## config.mk

```make
export PLATFORM = sky130hd
export DESIGN_NAME = orbit_camera_pose_unit_top_flat
export DESIGN_NICKNAME = d
export VERILOG_FILES = /design/src/ocp_pkg.sv /design/src/ocp_if.sv /design/src/ocp_cordic.sv /design/src/orbit_camera_pose_unit_top.sv /design/src/flat_wrapper.sv
export SDC_FILE = /design/constraint.sdc
export NUM_CORES = 2
export LEC_CHECK = 0
export ABC_AREA = 1
export BUFFER_PORTS_ARGS = -buffer_cell sky130_fd_sc_hd__buf_4
export CORE_UTILIZATION = 45
export CTS_CLUSTER_DIAMETER = 30
export DETAILED_ROUTE_END_ITERATION = 8
export GPL_TIMING_DRIVEN = 0
export PLACE_DENSITY_LB_ADDON = 0.08
export SLEW_MARGIN = 30
export SYNTH_ARGS = -nofsm -noshare
export SYNTH_HDL_FRONTEND = slang
export SYNTH_SLANG_ARGS = --single-unit
export TNS_END_PERCENT = 100
```

## constraint.sdc

```tcl
create_clock -name i_clk -period 18.2 [get_ports i_clk]
set_clock_uncertainty 0.1 [all_clocks]
set_input_delay 1.82 -clock i_clk [delete_from_list [all_inputs] [get_ports i_clk]]
set_output_delay 1.82 -clock i_clk [all_outputs]
set_load 0.03 [all_outputs]
```

## src/ocp_pkg.sv

```systemverilog
// ----------------------------------------------------------------------------
// Orbit camera pose package
// Shared constants, kind codes, the CORDIC arctangent table and the types
// that pass between the sequencer and the CORDIC unit.
// ----------------------------------------------------------------------------
package ocp_pkg;

    // Number of CORDIC iterations per sine/cosine evaluation (8 to 24).
    localparam int CORDIC_STEPS     = 16;
    localparam int CORDIC_TABLE_LEN = 24;
    localparam int STEP_W           = $clog2(CORDIC_STEPS);
    localparam int TABLE_IDX_W      = $clog2(CORDIC_TABLE_LEN);

    localparam int ANGLE_W  = 16;
    localparam int COORD_W  = 32;
    localparam int RADIUS_W = 31;
    localparam int TRIG_W   = 32;
    localparam int CX_W     = 34;
    localparam int CZ_W     = 33;

    // 0.607252935 in Q2.30, the reciprocal of the CORDIC gain.
    localparam logic signed [CX_W-1:0] CORDIC_GAIN = 34'sd652032874;

    localparam logic [1:0] KIND_LOAD  = 2'd0;
    localparam logic [1:0] KIND_ORBIT = 2'd1;
    localparam logic [1:0] KIND_MOVE  = 2'd2;

    typedef struct packed {
        logic signed [TRIG_W-1:0] sin_v;
        logic signed [TRIG_W-1:0] cos_v;
        logic signed [TRIG_W-1:0] nsin_v;
    } t_trig;

    typedef struct packed {
        logic busy;
        logic done;
    } t_cor_stat;

    // atan(2^-i) as a 32-bit binary angle.
    function automatic logic signed [CZ_W-1:0] atan_entry(
        input logic [TABLE_IDX_W-1:0] idx
    );
        logic signed [CZ_W-1:0] v;
        begin
            unique case (idx)
                5'd0:    v = 33'sd536870912;
                5'd1:    v = 33'sd316933406;
                5'd2:    v = 33'sd167458907;
                5'd3:    v = 33'sd85004756;
                5'd4:    v = 33'sd42667331;
                5'd5:    v = 33'sd21354465;
                5'd6:    v = 33'sd10679838;
                5'd7:    v = 33'sd5340245;
                5'd8:    v = 33'sd2670163;
                5'd9:    v = 33'sd1335087;
                5'd10:   v = 33'sd667544;
                5'd11:   v = 33'sd333772;
                5'd12:   v = 33'sd166886;
                5'd13:   v = 33'sd83443;
                5'd14:   v = 33'sd41722;
                5'd15:   v = 33'sd20861;
                5'd16:   v = 33'sd10430;
                5'd17:   v = 33'sd5215;
                5'd18:   v = 33'sd2608;
                5'd19:   v = 33'sd1304;
                5'd20:   v = 33'sd652;
                5'd21:   v = 33'sd326;
                5'd22:   v = 33'sd163;
                5'd23:   v = 33'sd81;
                default: v = '0;
            endcase
            return v;
        end
    endfunction

endpackage

```

## src/ocp_if.sv

```systemverilog
// ----------------------------------------------------------------------------
// Orbit camera pose channels
// Valid/ready channels for the request word and the pose result word.
// ----------------------------------------------------------------------------
interface ocp_in_if;
    logic                                 valid;
    logic                                 ready;
    logic [1:0]                           kind;
    logic signed [ocp_pkg::ANGLE_W-1:0]   elevation;
    logic signed [ocp_pkg::ANGLE_W-1:0]   azimuth;
    logic [ocp_pkg::RADIUS_W-1:0]         radius;
    logic signed [ocp_pkg::COORD_W-1:0]   forward_move;
    logic signed [ocp_pkg::COORD_W-1:0]   side_move;
    logic signed [ocp_pkg::COORD_W-1:0]   load_x;
    logic signed [ocp_pkg::COORD_W-1:0]   load_y;
    logic signed [ocp_pkg::COORD_W-1:0]   load_z;

    modport source (
        output valid, kind, elevation, azimuth, radius, forward_move, side_move,
               load_x, load_y, load_z,
        input  ready
    );
    modport sink (
        input  valid, kind, elevation, azimuth, radius, forward_move, side_move,
               load_x, load_y, load_z,
        output ready
    );
endinterface

interface ocp_out_if;
    logic                               valid;
    logic                               ready;
    logic signed [ocp_pkg::COORD_W-1:0] pos_x;
    logic signed [ocp_pkg::COORD_W-1:0] pos_y;
    logic signed [ocp_pkg::COORD_W-1:0] pos_z;
    logic signed [ocp_pkg::COORD_W-1:0] target_x;
    logic signed [ocp_pkg::COORD_W-1:0] target_y;
    logic signed [ocp_pkg::COORD_W-1:0] target_z;
    logic                               saturated;

    modport source (
        output valid, pos_x, pos_y, pos_z, target_x, target_y, target_z, saturated,
        input  ready
    );
    modport sink (
        input  valid, pos_x, pos_y, pos_z, target_x, target_y, target_z, saturated,
        output ready
    );
endinterface

```

## src/ocp_cordic.sv

```systemverilog
// ----------------------------------------------------------------------------
// Orbit camera pose CORDIC
// Rotation-mode CORDIC giving sine, cosine and negated sine in Q2.30 of a
// 16-bit binary angle, one iteration per clock.
// ----------------------------------------------------------------------------
module ocp_cordic (
    input  logic                                i_clk,
    input  logic                                i_rst_n,
    input  logic                                i_start,
    input  logic signed [ocp_pkg::ANGLE_W-1:0]  i_angle,
    output ocp_pkg::t_trig                      o_trig,
    output ocp_pkg::t_cor_stat                  o_stat
);
    import ocp_pkg::*;

    logic signed [CX_W-1:0] r_x;
    logic signed [CX_W-1:0] r_y;
    logic signed [CZ_W-1:0] r_z;
    logic [STEP_W-1:0]      r_step;
    logic                   r_busy;
    logic                   r_done;
    logic                   r_flip;

    logic                   w_flip_in;
    logic [31:0]            w_u;
    logic signed [CZ_W-1:0] w_z0;
    logic signed [CX_W-1:0] w_dx;
    logic signed [CX_W-1:0] w_dy;
    logic signed [CZ_W-1:0] w_atan;
    logic signed [CX_W-1:0] w_neg_x;
    logic signed [CX_W-1:0] w_neg_y;

    always_comb begin
        // Angles in the second and third quadrant are turned by a half circle.
        w_flip_in = i_angle[ANGLE_W-1] ^ i_angle[ANGLE_W-2];
        w_u       = {i_angle[ANGLE_W-1] ^ w_flip_in, i_angle[ANGLE_W-2:0], 16'h0000};
        w_z0      = CZ_W'($signed(w_u));
        w_dx      = r_y >>> r_step;
        w_dy      = r_x >>> r_step;
        w_atan    = atan_entry(TABLE_IDX_W'(r_step));
        w_neg_x   = -r_x;
        w_neg_y   = -r_y;
    end

    assign o_trig.cos_v  = r_flip ? w_neg_x[TRIG_W-1:0] : r_x[TRIG_W-1:0];
    assign o_trig.sin_v  = r_flip ? w_neg_y[TRIG_W-1:0] : r_y[TRIG_W-1:0];
    assign o_trig.nsin_v = r_flip ? r_y[TRIG_W-1:0] : w_neg_y[TRIG_W-1:0];
    assign o_stat.busy   = r_busy;
    assign o_stat.done   = r_done;

    always_ff @(posedge i_clk) begin
        if (!i_rst_n) begin
            r_busy <= 1'b0;
            r_done <= 1'b0;
            r_step <= '0;
        end else begin
            // Done is raised for one cycle after the last iteration.
            r_done <= !i_start && r_busy && (r_step == STEP_W'(CORDIC_STEPS - 1));
            if (i_start) begin
                r_x    <= CORDIC_GAIN;
                r_y    <= '0;
                r_z    <= w_z0;
                r_flip <= w_flip_in;
                r_step <= '0;
                r_busy <= 1'b1;
            end else if (r_busy) begin
                if (r_z >= 0) begin
                    r_x <= r_x - w_dx;
                    r_y <= r_y + w_dy;
                    r_z <= r_z - w_atan;
                end else begin
                    r_x <= r_x + w_dx;
                    r_y <= r_y - w_dy;
                    r_z <= r_z + w_atan;
                end
                if (r_step == STEP_W'(CORDIC_STEPS - 1)) begin
                    r_busy <= 1'b0;
                end else begin
                    r_step <= r_step + 1'b1;
                end
            end
        end
    end

endmodule

```

## src/orbit_camera_pose_unit_top.sv

```systemverilog
// ----------------------------------------------------------------------------
// Orbit camera pose unit
// Keeps a target point, a camera position and an orbit radius in Q16.16 and
// updates them per request word: load, orbit placement or move.
// ----------------------------------------------------------------------------
//
//  Channel  Dir  Handshake      Word contents
//  i_in     in   valid/ready    kind, elevation, azimuth, radius, forward_move,
//                               side_move, load_x, load_y, load_z
//  o_out    out  valid/ready    pos_x/y/z, target_x/y/z, saturated
//
// A load word, or a word of the unused kind, goes from acceptance straight
// to the S_DONE state. An orbit or move word runs the CORDIC unit twice,
// once for elevation and once for azimuth, and then streams five (orbit) or
// seven (move) products through the single 32x32 multiplier, one per cycle.
// The CORDIC iteration loop takes most of the time of such a word.
// i_in.ready is high only while no word is in progress. A finished result
// sits in the output register until taken; the next word may be accepted
// meanwhile, but its own result waits until the register is free.
// Reset is synchronous and active low; it clears the pose, the radius and
// all control state.
// ----------------------------------------------------------------------------
module orbit_camera_pose_unit_top (
    input  logic       i_clk,
    input  logic       i_rst_n,
    ocp_in_if.sink     i_in,
    ocp_out_if.source  o_out
);
    import ocp_pkg::*;

    typedef enum logic [2:0] {
        S_IDLE,
        S_EL,
        S_AZ,
        S_MUL,
        S_DONE
    } t_state;

    typedef struct packed {
        logic signed [COORD_W-1:0] val;
        logic                      clip;
    } t_sat;

    // Product schedule. The two direction terms come first; the later
    // products use them once they have been rounded back into registers.
    localparam logic [2:0] OP_DIR1   = 3'd0;
    localparam logic [2:0] OP_DIR2   = 3'd1;
    localparam logic [2:0] OP_AX_X   = 3'd2;
    localparam logic [2:0] OP_AX_Y   = 3'd3;
    localparam logic [2:0] OP_AX_Z   = 3'd4;
    localparam logic [2:0] OP_SIDE_X = 3'd5;
    localparam logic [2:0] OP_SIDE_Z = 3'd6;
    localparam logic [2:0] OP_LAST_ORBIT = OP_AX_Z;
    localparam logic [2:0] OP_LAST_MOVE  = OP_SIDE_Z;

    localparam logic [1:0] AXIS_X = 2'd0;
    localparam logic [1:0] AXIS_Y = 2'd1;
    localparam logic [1:0] AXIS_Z = 2'd2;

    localparam logic signed [63:0]       ROUND_Q30 = 64'sd536870912;
    localparam logic [RADIUS_W-1:0]      ONE_Q16   = 31'd65536;
    localparam logic signed [34:0]       SAT_MAX   = 35'sd2147483647;
    localparam logic signed [34:0]       SAT_MIN   = -35'sd2147483648;

    function automatic t_sat sat32(input logic signed [34:0] v);
        t_sat s;
        begin
            if (v > SAT_MAX) begin
                s.val  = SAT_MAX[COORD_W-1:0];
                s.clip = 1'b1;
            end else if (v < SAT_MIN) begin
                s.val  = SAT_MIN[COORD_W-1:0];
                s.clip = 1'b1;
            end else begin
                s.val  = v[COORD_W-1:0];
                s.clip = 1'b0;
            end
            return s;
        end
    endfunction

    t_state r_state;

    // Pose state.
    logic signed [COORD_W-1:0] r_tgt [3];
    logic signed [COORD_W-1:0] r_cam [3];
    logic [RADIUS_W-1:0]       r_radius;

    // Word being worked on.
    logic [1:0]                r_kind;
    logic signed [ANGLE_W-1:0] r_az;
    logic signed [COORD_W-1:0] r_f;
    logic signed [COORD_W-1:0] r_s;
    logic                      r_f_nz;
    logic                      r_s_nz;
    logic                      r_sat;

    // Trigonometric values, direction terms and the multiplier register.
    logic signed [TRIG_W-1:0]  r_se;
    logic signed [TRIG_W-1:0]  r_ce;
    logic signed [TRIG_W-1:0]  r_nse;
    logic signed [TRIG_W-1:0]  r_sa;
    logic signed [TRIG_W-1:0]  r_ca;
    logic signed [TRIG_W-1:0]  r_nsa;
    logic signed [TRIG_W-1:0]  r_d1;
    logic signed [TRIG_W-1:0]  r_d2;
    logic signed [63:0]        r_prod;
    logic [2:0]                r_op;

    // Output register.
    logic                      r_out_valid;
    logic signed [COORD_W-1:0] r_o_pos [3];
    logic signed [COORD_W-1:0] r_o_tgt [3];
    logic                      r_o_sat;

    logic                      w_in_acc;
    logic                      w_cor_start;
    logic signed [ANGLE_W-1:0] w_cor_angle;
    t_trig                     w_trig;
    t_cor_stat                 w_cor_stat;

    logic                      w_orbit;
    logic [2:0]                w_last;
    logic [2:0]                w_ap;
    logic signed [COORD_W-1:0] w_a;
    logic signed [TRIG_W-1:0]  w_b;
    logic signed [63:0]        w_rsum;
    logic signed [33:0]        w_rnd;
    logic [1:0]                w_axis;
    logic                      w_gate;
    logic                      w_sub;
    logic signed [34:0]        w_sum_t;
    logic signed [34:0]        w_sum_c;
    t_sat                      w_sat_t;
    t_sat                      w_sat_c;

    assign w_in_acc = i_in.valid && i_in.ready;
    assign i_in.ready = (r_state == S_IDLE);

    assign w_cor_start = (w_in_acc && (i_in.kind == KIND_ORBIT || i_in.kind == KIND_MOVE))
                      || (r_state == S_EL && w_cor_stat.done);
    assign w_cor_angle = (r_state == S_IDLE) ? i_in.elevation : r_az;

    ocp_cordic u_cordic (
        .i_clk   (i_clk),
        .i_rst_n (i_rst_n),
        .i_start (w_cor_start),
        .i_angle (w_cor_angle),
        .o_trig  (w_trig),
        .o_stat  (w_cor_stat)
    );

    // Operand selection for the product issued this cycle, and the rounding,
    // add and saturation of the product issued in the previous cycle.
    always_comb begin
        w_orbit = (r_kind == KIND_ORBIT);
        w_last  = w_orbit ? OP_LAST_ORBIT : OP_LAST_MOVE;
        w_ap    = r_op - 3'd1;

        unique case (r_op)
            OP_DIR1:   begin w_a = r_sa; w_b = r_ce;  end
            OP_DIR2:   begin w_a = r_ce; w_b = r_ca;  end
            OP_AX_X:   begin
                w_a = w_orbit ? $signed({1'b0, r_radius}) : r_f;
                w_b = r_d1;
            end
            OP_AX_Y:   begin
                w_a = w_orbit ? $signed({1'b0, r_radius}) : r_f;
                w_b = w_orbit ? r_se : r_nse;
            end
            OP_AX_Z:   begin
                w_a = w_orbit ? $signed({1'b0, r_radius}) : r_f;
                w_b = r_d2;
            end
            OP_SIDE_X: begin w_a = r_s;  w_b = r_ca;  end
            OP_SIDE_Z: begin w_a = r_s;  w_b = r_nsa; end
            default:   begin w_a = '0;   w_b = '0;    end
        endcase

        w_rsum = r_prod + ROUND_Q30;
        w_rnd  = w_rsum[63:30];

        unique case (w_ap)
            OP_AX_X, OP_SIDE_X: w_axis = AXIS_X;
            OP_AX_Y:            w_axis = AXIS_Y;
            OP_AX_Z, OP_SIDE_Z: w_axis = AXIS_Z;
            default:            w_axis = AXIS_X;
        endcase

        unique case (w_ap)
            OP_AX_X, OP_AX_Y, OP_AX_Z: w_gate = w_orbit || r_f_nz;
            OP_SIDE_X, OP_SIDE_Z:      w_gate = r_s_nz;
            default:                   w_gate = 1'b0;
        endcase

        // The orbit placement subtracts on x and z and adds on y.
        w_sub   = w_orbit && (w_axis != AXIS_Y);
        w_sum_t = w_sub ? (35'(r_tgt[w_axis]) - 35'(w_rnd))
                        : (35'(r_tgt[w_axis]) + 35'(w_rnd));
        w_sum_c = 35'(r_cam[w_axis]) + 35'(w_rnd);
        w_sat_t = sat32(w_sum_t);
        w_sat_c = sat32(w_sum_c);
    end

    assign o_out.valid     = r_out_valid;
    assign o_out.pos_x     = r_o_pos[0];
    assign o_out.pos_y     = r_o_pos[1];
    assign o_out.pos_z     = r_o_pos[2];
    assign o_out.target_x  = r_o_tgt[0];
    assign o_out.target_y  = r_o_tgt[1];
    assign o_out.target_z  = r_o_tgt[2];
    assign o_out.saturated = r_o_sat;

    always_ff @(posedge i_clk) begin
        if (!i_rst_n) begin
            r_state     <= S_IDLE;
            r_out_valid <= 1'b0;
            r_op        <= '0;
            r_sat       <= 1'b0;
            r_radius    <= '0;
            for (int i = 0; i < 3; i++) begin
                r_tgt[i] <= '0;
                r_cam[i] <= '0;
            end
        end else begin
            // In S_DONE a word taken here is replaced by the new result below.
            if (o_out.valid && o_out.ready && r_state != S_DONE) begin
                r_out_valid <= 1'b0;
            end

            unique case (r_state)
                S_IDLE: begin
                    if (w_in_acc) begin
                        r_kind <= i_in.kind;
                        r_az   <= i_in.azimuth;
                        r_f    <= i_in.forward_move;
                        r_s    <= i_in.side_move;
                        r_f_nz <= (i_in.forward_move != '0);
                        r_s_nz <= (i_in.side_move != '0);
                        r_sat  <= 1'b0;
                        priority if (i_in.kind == KIND_LOAD) begin
                            r_radius <= i_in.radius;
                            r_tgt[0] <= i_in.load_x;
                            r_tgt[1] <= i_in.load_y;
                            r_tgt[2] <= i_in.load_z;
                            r_state  <= S_DONE;
                        end else if (i_in.kind == KIND_ORBIT) begin
                            r_state <= S_EL;
                        end else if (i_in.kind == KIND_MOVE) begin
                            // Any nonzero move resets the orbit radius to one.
                            if (i_in.forward_move != '0 || i_in.side_move != '0) begin
                                r_radius <= ONE_Q16;
                            end
                            r_state <= S_EL;
                        end else begin
                            r_state <= S_DONE;
                        end
                    end
                end
                S_EL: begin
                    if (w_cor_stat.done) begin
                        r_se    <= w_trig.sin_v;
                        r_ce    <= w_trig.cos_v;
                        r_nse   <= w_trig.nsin_v;
                        r_state <= S_AZ;
                    end
                end
                S_AZ: begin
                    if (w_cor_stat.done) begin
                        r_sa    <= w_trig.sin_v;
                        r_ca    <= w_trig.cos_v;
                        r_nsa   <= w_trig.nsin_v;
                        r_op    <= '0;
                        r_state <= S_MUL;
                    end
                end
                S_MUL: begin
                    if (r_op <= w_last) begin
                        r_prod <= w_a * w_b;
                    end
                    if (r_op != OP_DIR1) begin
                        if (w_ap == OP_DIR1) begin
                            r_d1 <= w_rnd[TRIG_W-1:0];
                        end else if (w_ap == OP_DIR2) begin
                            r_d2 <= w_rnd[TRIG_W-1:0];
                        end else if (w_gate) begin
                            if (w_orbit) begin
                                r_cam[w_axis] <= w_sat_t.val;
                                r_sat         <= r_sat | w_sat_t.clip;
                            end else begin
                                r_tgt[w_axis] <= w_sat_t.val;
                                r_cam[w_axis] <= w_sat_c.val;
                                r_sat         <= r_sat | w_sat_t.clip | w_sat_c.clip;
                            end
                        end
                    end
                    if (r_op == w_last + 3'd1) begin
                        r_state <= S_DONE;
                    end
                    r_op <= r_op + 3'd1;
                end
                S_DONE: begin
                    if (!r_out_valid || o_out.ready) begin
                        for (int i = 0; i < 3; i++) begin
                            r_o_pos[i] <= r_cam[i];
                            r_o_tgt[i] <= r_tgt[i];
                        end
                        r_o_sat     <= r_sat;
                        r_out_valid <= 1'b1;
                        r_state     <= S_IDLE;
                    end
                end
                default: r_state <= S_IDLE;
            endcase
        end
    end

    // The shared CORDIC unit is never restarted while it is iterating.
    a_cor_start_idle: assert property (@(posedge i_clk) disable iff (!i_rst_n)
        w_cor_start |-> !w_cor_stat.busy)
        else $error("CORDIC started while busy");

    // A CORDIC completion is only ever seen while the sequencer waits for it.
    a_cor_done_state: assert property (@(posedge i_clk) disable iff (!i_rst_n)
        w_cor_stat.done |-> (r_state == S_EL || r_state == S_AZ))
        else $error("CORDIC completion outside an angle phase");

    // A load word leaves the camera position untouched.
    a_load_keeps_cam: assert property (@(posedge i_clk) disable iff (!i_rst_n)
        (w_in_acc && i_in.kind == KIND_LOAD) |=>
            ($stable(r_cam[0]) && $stable(r_cam[1]) && $stable(r_cam[2])))
        else $error("load word changed the camera position");

    // Products are only streamed for orbit and move words.
    a_mul_kind: assert property (@(posedge i_clk) disable iff (!i_rst_n)
        (r_state == S_MUL) |-> (r_kind == KIND_ORBIT || r_kind == KIND_MOVE))
        else $error("product phase entered for a word without products");

    // Each word starts with a clean saturation flag.
    a_sat_clear: assert property (@(posedge i_clk) disable iff (!i_rst_n)
        w_in_acc |=> !r_sat)
        else $error("saturation flag carried over between words");

endmodule
```

## src/flat_wrapper.sv

```systemverilog
// flat-port wrapper written by rule: the top's interface ports become plain ports
module orbit_camera_pose_unit_top_flat import ocp_pkg::*;
  (i_clk, i_rst_n, i_in_valid, i_in_kind, i_in_elevation, i_in_azimuth, i_in_radius, i_in_forward_move, i_in_side_move, i_in_load_x, i_in_load_y, i_in_load_z, i_in_ready, o_out_valid, o_out_pos_x, o_out_pos_y, o_out_pos_z, o_out_target_x, o_out_target_y, o_out_target_z, o_out_saturated, o_out_ready);
  ocp_in_if i_in_i ();
  ocp_out_if o_out_i ();
  input  logic i_clk;
  input  logic i_rst_n;
  input wire logic [$bits(i_in_i.valid)-1:0] i_in_valid;
  input wire logic [$bits(i_in_i.kind)-1:0] i_in_kind;
  input wire logic [$bits(i_in_i.elevation)-1:0] i_in_elevation;
  input wire logic [$bits(i_in_i.azimuth)-1:0] i_in_azimuth;
  input wire logic [$bits(i_in_i.radius)-1:0] i_in_radius;
  input wire logic [$bits(i_in_i.forward_move)-1:0] i_in_forward_move;
  input wire logic [$bits(i_in_i.side_move)-1:0] i_in_side_move;
  input wire logic [$bits(i_in_i.load_x)-1:0] i_in_load_x;
  input wire logic [$bits(i_in_i.load_y)-1:0] i_in_load_y;
  input wire logic [$bits(i_in_i.load_z)-1:0] i_in_load_z;
  output wire logic [$bits(i_in_i.ready)-1:0] i_in_ready;
  output wire logic [$bits(o_out_i.valid)-1:0] o_out_valid;
  output wire logic [$bits(o_out_i.pos_x)-1:0] o_out_pos_x;
  output wire logic [$bits(o_out_i.pos_y)-1:0] o_out_pos_y;
  output wire logic [$bits(o_out_i.pos_z)-1:0] o_out_pos_z;
  output wire logic [$bits(o_out_i.target_x)-1:0] o_out_target_x;
  output wire logic [$bits(o_out_i.target_y)-1:0] o_out_target_y;
  output wire logic [$bits(o_out_i.target_z)-1:0] o_out_target_z;
  output wire logic [$bits(o_out_i.saturated)-1:0] o_out_saturated;
  input wire logic [$bits(o_out_i.ready)-1:0] o_out_ready;
  assign i_in_i.valid = i_in_valid;
  assign i_in_i.kind = i_in_kind;
  assign i_in_i.elevation = i_in_elevation;
  assign i_in_i.azimuth = i_in_azimuth;
  assign i_in_i.radius = i_in_radius;
  assign i_in_i.forward_move = i_in_forward_move;
  assign i_in_i.side_move = i_in_side_move;
  assign i_in_i.load_x = i_in_load_x;
  assign i_in_i.load_y = i_in_load_y;
  assign i_in_i.load_z = i_in_load_z;
  assign i_in_ready = i_in_i.ready;
  assign o_out_valid = o_out_i.valid;
  assign o_out_pos_x = o_out_i.pos_x;
  assign o_out_pos_y = o_out_i.pos_y;
  assign o_out_pos_z = o_out_i.pos_z;
  assign o_out_target_x = o_out_i.target_x;
  assign o_out_target_y = o_out_i.target_y;
  assign o_out_target_z = o_out_i.target_z;
  assign o_out_saturated = o_out_i.saturated;
  assign o_out_i.ready = o_out_ready;
  orbit_camera_pose_unit_top u_core (.i_clk(i_clk), .i_rst_n(i_rst_n), .i_in(i_in_i), .o_out(o_out_i));
endmodule
```

# After elaboration in Yosys (flattened, before gate mapping)
# Memory sizes are Yosys's and may differ from the RTL's. A register that Yosys moved wholly into a read port is not among the register bits.
# Index checks and enable logic that the tools add are counted.
dict set report word_totals {
  regBits 552
  latch_bits 0
  ramBits 384
  mem_bits_ro 480
  word_cells 242
  n_memories 5
}
dict set report op_classes {
  add_sub_neg 16
  mul 1
  div 0
  magnitude_cmp 6
  eq_ne 33
  shift 2
  mux 89
  bitwise 11
  n_reduce_logical 50
}
# name depth width read_ports rd_ports_with_merged_regs wr line_no
set memory_table {}
lappend memory_table {{(name not given)} 16 30 1 1 0 ocp_pkg.sv:45} ;# unique case (idx)
lappend memory_table {u_core.r_cam 3 32 4 0 3 orbit_camera_pose_unit_top.sv:86} ;# logic signed [COORD_W-1:0] r_cam [3];
lappend memory_table {u_core.r_o_pos 3 32 3 0 3 orbit_camera_pose_unit_top.sv:112} ;# logic signed [COORD_W-1:0] r_o_pos [3];
lappend memory_table {u_core.r_o_tgt 3 32 3 0 3 orbit_camera_pose_unit_top.sv:113} ;# logic signed [COORD_W-1:0] r_o_tgt [3];
lappend memory_table {u_core.r_tgt 3 32 4 0 3 orbit_camera_pose_unit_top.sv:85} ;# logic signed [COORD_W-1:0] r_tgt [3];
# cell count
set op_table {}
lappend op_table {{$mux W32} 11}
lappend op_table {{$mux W33} 7}
lappend op_table {{$pmux W32 S6} 1}
lappend op_table {{$mux W34} 4}
lappend op_table {{$pmux W32 S4} 1}
lappend op_table {{$mux W31} 4}
lappend op_table {{$add A32 B34 Y35} 2}
lappend op_table {{$gt A35 B32 Y1 const B} 2}
lappend op_table {{$lt A35 B32 Y1 const B} 2}
lappend op_table {{$add A34 B34 Y34} 2}
lappend op_table {{$sshr A34 B4 Y34} 2}
lappend op_table {{$sub A34 B34 Y34} 2}
lappend op_table {{$add A64 B31 Y64 const B} 1}
lappend op_table {{$mul A32 B32 Y64} 1}
lappend op_table {{$neg A32 Y32} 2}
lappend op_table {{$reduce_bool A32 Y1} 2}
lappend op_table {{$reduce_or A32 Y1} 2}
lappend op_table {{$mux W1} 40}
lappend op_table {{$mux W35} 1}
lappend op_table {{$sub A32 B34 Y35} 1}
lappend op_table {{$add A33 B33 Y33} 1}
lappend op_table {{$ge A33 B1 Y1 const B} 1}
lappend op_table {{$sub A33 B33 Y33} 1}
lappend op_table {{$mux W3} 9}
lappend op_table {{other kinds (38)} 106}

# Depth between registers and ports, before layout
dict set report logic_depth {
  ltp_word 18
  mapped_depth 43
  ltp_nobuf 40
}

# Modules after synthesis
# Synthesis repeated with hierarchy kept, for this count alone.
dict set report hier_totals {
  hier_cells 11177
  area_unflattened_um2 92485.0
}
# module instances cells_per_inst area_each_um2
set by_module_without_submodules {}
lappend by_module_without_submodules {orbit_camera_pose_unit_top 1 8107 73878.4}
lappend by_module_without_submodules {ocp_cordic 1 3070 18606.6}

# Worst setup path after synthesis
# Ideal clock, no wire load.
dict set report synth_path {
  kind {input to register}
  start {in i_rst_n}
  end {mem u_core.r_o_pos[0][0], enable pin}
  arrival_ns 15.333
  setup_slack_ns 1.786
  path_stages 4
  n_path_buf 2
  path_cell_list {clkbuf_1 -> inv_2 -> clkbuf_1 -> nor3_1}
}
# element line_no
set synth_lines {}
lappend synth_lines {{start: declaration} flat_wrapper.sv:7} ;# input logic i_rst_n;
lappend synth_lines {{end: declaration} orbit_camera_pose_unit_top.sv:112}

# Worst setup path in the final report
dict set report layout_path {
  start {reg u_core.r_op[1]}
  end {reg u_core.r_prod[55] (data pin)}
}
dict set report layout_via {
  elab_chain_len 4
  elab_cells_between_ends 13
}
# element line_no
set layout_lines {}
lappend layout_lines {{start: declaration} orbit_camera_pose_unit_top.sv:108} ;# logic [2:0] r_op;
lappend layout_lines {{start signal: assignment} orbit_camera_pose_unit_top.sv:300} ;# r_op <= r_op + 3'd1;
lappend layout_lines {{$eq A3 B2 Y1 (tied with other cells)} orbit_camera_pose_unit_top.sv:160} ;# unique case (r_op)
lappend layout_lines {{$reduce_or A3 Y1 (no line) / $reduce_or A2 Y1 (equally long branches)} -}
lappend layout_lines {{$pmux W32 S4 / $pmux W32 S6 (equally long branches)} orbit_camera_pose_unit_top.sv:160}
lappend layout_lines {{$mul A32 B32 Y64 *} orbit_camera_pose_unit_top.sv:279} ;# r_prod <= w_a * w_b;
lappend layout_lines {{end signal: assignment} orbit_camera_pose_unit_top.sv:279}
lappend layout_lines {{end: declaration} orbit_camera_pose_unit_top.sv:107} ;# logic signed [63:0] r_prod;
# Mark *: on every way between the ends. The rest lies on a longest branch, timed or not.
# A chain may end at the register's enable or synchronous reset.

==> parameters.txt <==
Parameter                              Value

Floorplanning
  Die footprint    199000 um2
  Initial Util    45.5%
  Ports placed on the boundary    424
  Core area    196000 um2
  Num rows    162
  Die Span Y    447 um
  Chip width    447 um

Setup path
  CP endpoint kind    flop
  Critical Path AT    13.27 ns
  Slowest CP cell    clkbuf_1
  Crit Path Class    reg2reg
  Highest fanout seen on the critical path    10
  Crit-path most repeated cell    inv_1
  Slack of the worst reg-to-reg path    5.38 ns
  Capture instance of the worst register-to-register path    u_core.r_prod[55]
  Source of the worst register-to-register timing path    u_core.r_op[1]
  Critical path launch point type    flop
  Largest stage delay on the critical path    0.87 ns
  Req. time, crit path    18.64 ns
  Worst-case reg-to-reg path depth    37

Synthesis
  Synthesized area    88900 um2
  Biggest area contributors in the synthesized netlist    edfxtp_1 (29%), fa_1 (24%), nand2_1 (9.1%)
  Register bit total from synthesis    935
  Ys async rst share    0%
  Synth Area in Simple Gates    17.7%
  Most used flip-flop cell after synthesis    edfxtp_1
  Area leader, netlist    edfxtp_1
  Average cell area after synthesis    8.71 um2
  Count of distinct cell types in the synthesized netlist    67
  Area fraction in compound gates after synthesis    9.30%
  Post-synth net total    11900
  Arithmetic-cell share of the synthesized area counting full adders, half adders and majority gates    29.7%
  Post-Syn Instances    10200
  Number of flops mapped to enable cells by yosys    860
  Share of Yosys cell area claimed by the top area cell type    29.0%
  Largest family of logic cells by synthesized area    adder cells
  Fraction of the yosys area taken by sequential cells    30.7%
  Count of synthesis-stage warnings from yosys    0
  XOR/XNOR Fraction of Synth Area    3.11%
  Post-synthesis mux area share    0.405%

STA
  Number of setup violations in the final report    0
  Least-Margin Pin Slew    1.15 ns
  Unrepaired setup endpoints after global routing    no
  Minimum period implied by the final worst setup slack    12.82 ns
  Hold Fails Final Rpt    0
  Worst slew margin    23.5%
  Period utilization    70.5%
  Peak clock frequency supported by timing    78.0 MHz
  Max Slew Vio Count    0

Clocking
  CTS tree    done
  H-tree depth    4
  TritonCTS buffer count    219
  Clock slew seen by the registers of the worst setup and hold paths    0.05 ns
  Clock root buffer    clkbuf_16
  Max Buffers Root-to-Sink    3
  Setup repair bufs after CTS    0
  Sink Count    935
  Number of buffers inserted for hold repair after clock tree synthesis    0
  Clock latency on the worst-skew pair    0.84 ns
  Number of cells upsized or downsized after cts    0

Layout
  Nets    12600
  Multi-input logic area    53900 um2
  Final cell count without fillers    13700
  Count of filler cells inserted in the layout    18400
  Sequential standard cell area    27300 um2
  Ratio of cells with drive above 1 in the final layout    10.1%
  Growth of design area from synthesis to finish    17.7%

Detailed routing
  Detailed-route via count    76600
  Aggregate routed wire length    370000 um
  First DRT Iteration DRCs    7824
  Via density    5.57
  DRT Pass-1 Iters    6
  Routed wirelength normalized by instance count    26.9 um
  Post-route DRC violation count    0
  Remaining number of nets flagged by the antenna check after routing    0

Place
  Placed Cells incl. Taps    13300
  Final HPWL from detailed placement    308000 um
  Count of buffers inserted at the top-level ports    422
  Final estimated routing congestion in global placement    1.03

Hold path
  Type of the tightest min-delay check    reg2reg
  Min-Delay Path Depth    0
  Launch point of the worst hold path    u_core.r_tgt[1][31]
  Hold path endpoint    u_core.r_o_tgt[0][63]

Flow run
  Number of violations of the max-capacitance limit    0

GRT
  Global-route congestion overflow total    0
  Global-route total usage across every layer    36.8%
  Initial antenna violation count    13
  Largest net degree at the start of global routing    33
  Global-route wire length before repair    523000 um
  Vias in the first global route    76000

Status
  Run status    finished clean
[per-stage QoR]
| step | TNS, ns | util [%] | hold WS, ns | setup WS, ns | instance area, um2 |
|---|---|---|---|---|---|
| 6_report | 0 | 53.5 | 0.324 | 5.38 | 105000 |
| 5_1_grt | 0 | 53.5 | 0.317 | 5.07 | 105000 |
| 4_1_cts | 0 | 53.5 | 0.314 | 5.69 | 105000 |
| 3_5_place_dp | 0 | 49.5 | 0.332 | 5.78 | 96800 |
| 3_3_place_gp | -999.81 | 48.8 | 0.318 | -5.25 | 95400 |
| 2_1_floorplan | 0 | - | 0.308 | 1.79 | 88900 |
[area by class of cell]
class | count | area share (%)
Clock buffer | 264 | 5.63
Clock inverter | 147 | 1.82
Sequential cell | 935 | 26.1
Multi-Input combinational cell | 7174 | 51.5
Inverter | 1698 | 6.09
Buffer | 407 | 1.64
Tap cell | 2624 | 3.14
Antenna cell | 5 | 0.0120
Timing Repair Buffer | 491 | 4.03
[cells in the mapped netlist, drive strengths merged, types with 34 or more instances]
cell type     n
xor2        228
nor3         55
ha          371
inv        1671
xnor2        87
o22ai        34
nor4         46
o211ai       36
fa         1086
buf          71
a211oi       40
edfxtp      860
o21a         52
nor2       1214
dfxtp        75
nand3       333
a31oi        64
clkbuf      336
mux2i        36
o21ai       612
o21bai       44
nand2      2190
a21oi       478
nand4        44
[state kept, by name, indices dropped and copies added, names as in the netlist, 32 cells and up]
signal	count
u_core.r_prod	35
u_core.u_cordic.r_z	33
u_core.r_cam	96
u_core.r_ca	32
u_core.u_cordic.r_y	34
u_core.r_o_tgt	96
u_core.r_nsa	32
u_core.r_d1	32
u_core.r_d2	32
u_core.r_se	32
u_core.r_s	32
u_core.u_cordic.r_x	34
u_core.r_o_pos	96
u_core.r_f	32
u_core.r_ce	32
u_core.r_tgt	96
[layer usage]
metal	up-vias	track usage, %	part of all wire, %
met5	-	0	0
met4	0	23.0	7.2
met3	807	6.72	8.2
met2	3614	58.2	46
met1	38100	46.8	39
li1	34000	-	-
[worst max-delay path by stage]
stage	startpoint	end	slack, ns	cells past startpoint
5_1_grt	u_core.r_op[1]	u_core.r_prod[59]	5.07	36
3_3_place_gp	i_rst_n	u_core.r_o_tgt[0][91]	-5.25	4
3_5_place_dp	u_core.r_op[1]	u_core.r_prod[63]	5.78	35
4_1_cts	u_core.r_op[1]	u_core.r_prod[63]	5.69	35
2_1_floorplan	i_rst_n	u_core.r_o_pos[0][0]	1.79	4
6_report	u_core.r_op[1]	u_core.r_prod[55]	5.38	37
[cell families (layout without fill, tap and decap cells)]
kind of cell / count (synthesis) / count (layout)
simple gates: 3915 / 3915
compound gates: 1451 / 1451
fa+ha+maj: 1457 / 1457
other cells: 0 / 5
flops: 935 / 935
mux: 36 / 36
xor+xnor: 315 / 315
buf+inv: 2105 / 3007
[placed cells by master (no fill, tap or decap), types with 47 or more instances in the layout]
cell type,instances
a21oi_1,468
buf_4,458
clkbuf_1,335
clkbuf_16,226
dfxtp_1,75
edfxtp_1,860
fa_1,1085
ha_1,371
inv_1,1656
nand2_1,2155
nand3_1,328
nor2_1,1177
nor3_1,47
o21a_1,52
o21ai_0,506
o21ai_1,74
xnor2_1,87
xor2_1,226
[worst max-delay path, delay by kind of cell, from the launching register on]
family	cells	cell delay, ns
compound gates	3	1.42
flops	1	0.34
simple gates	11	2.19
fa+ha+maj	10	5.09
buf+inv	13	3.37
Power is not shown: default switching activity piles up to over one toggle a cycle in this logic, so the estimate is an artifact.
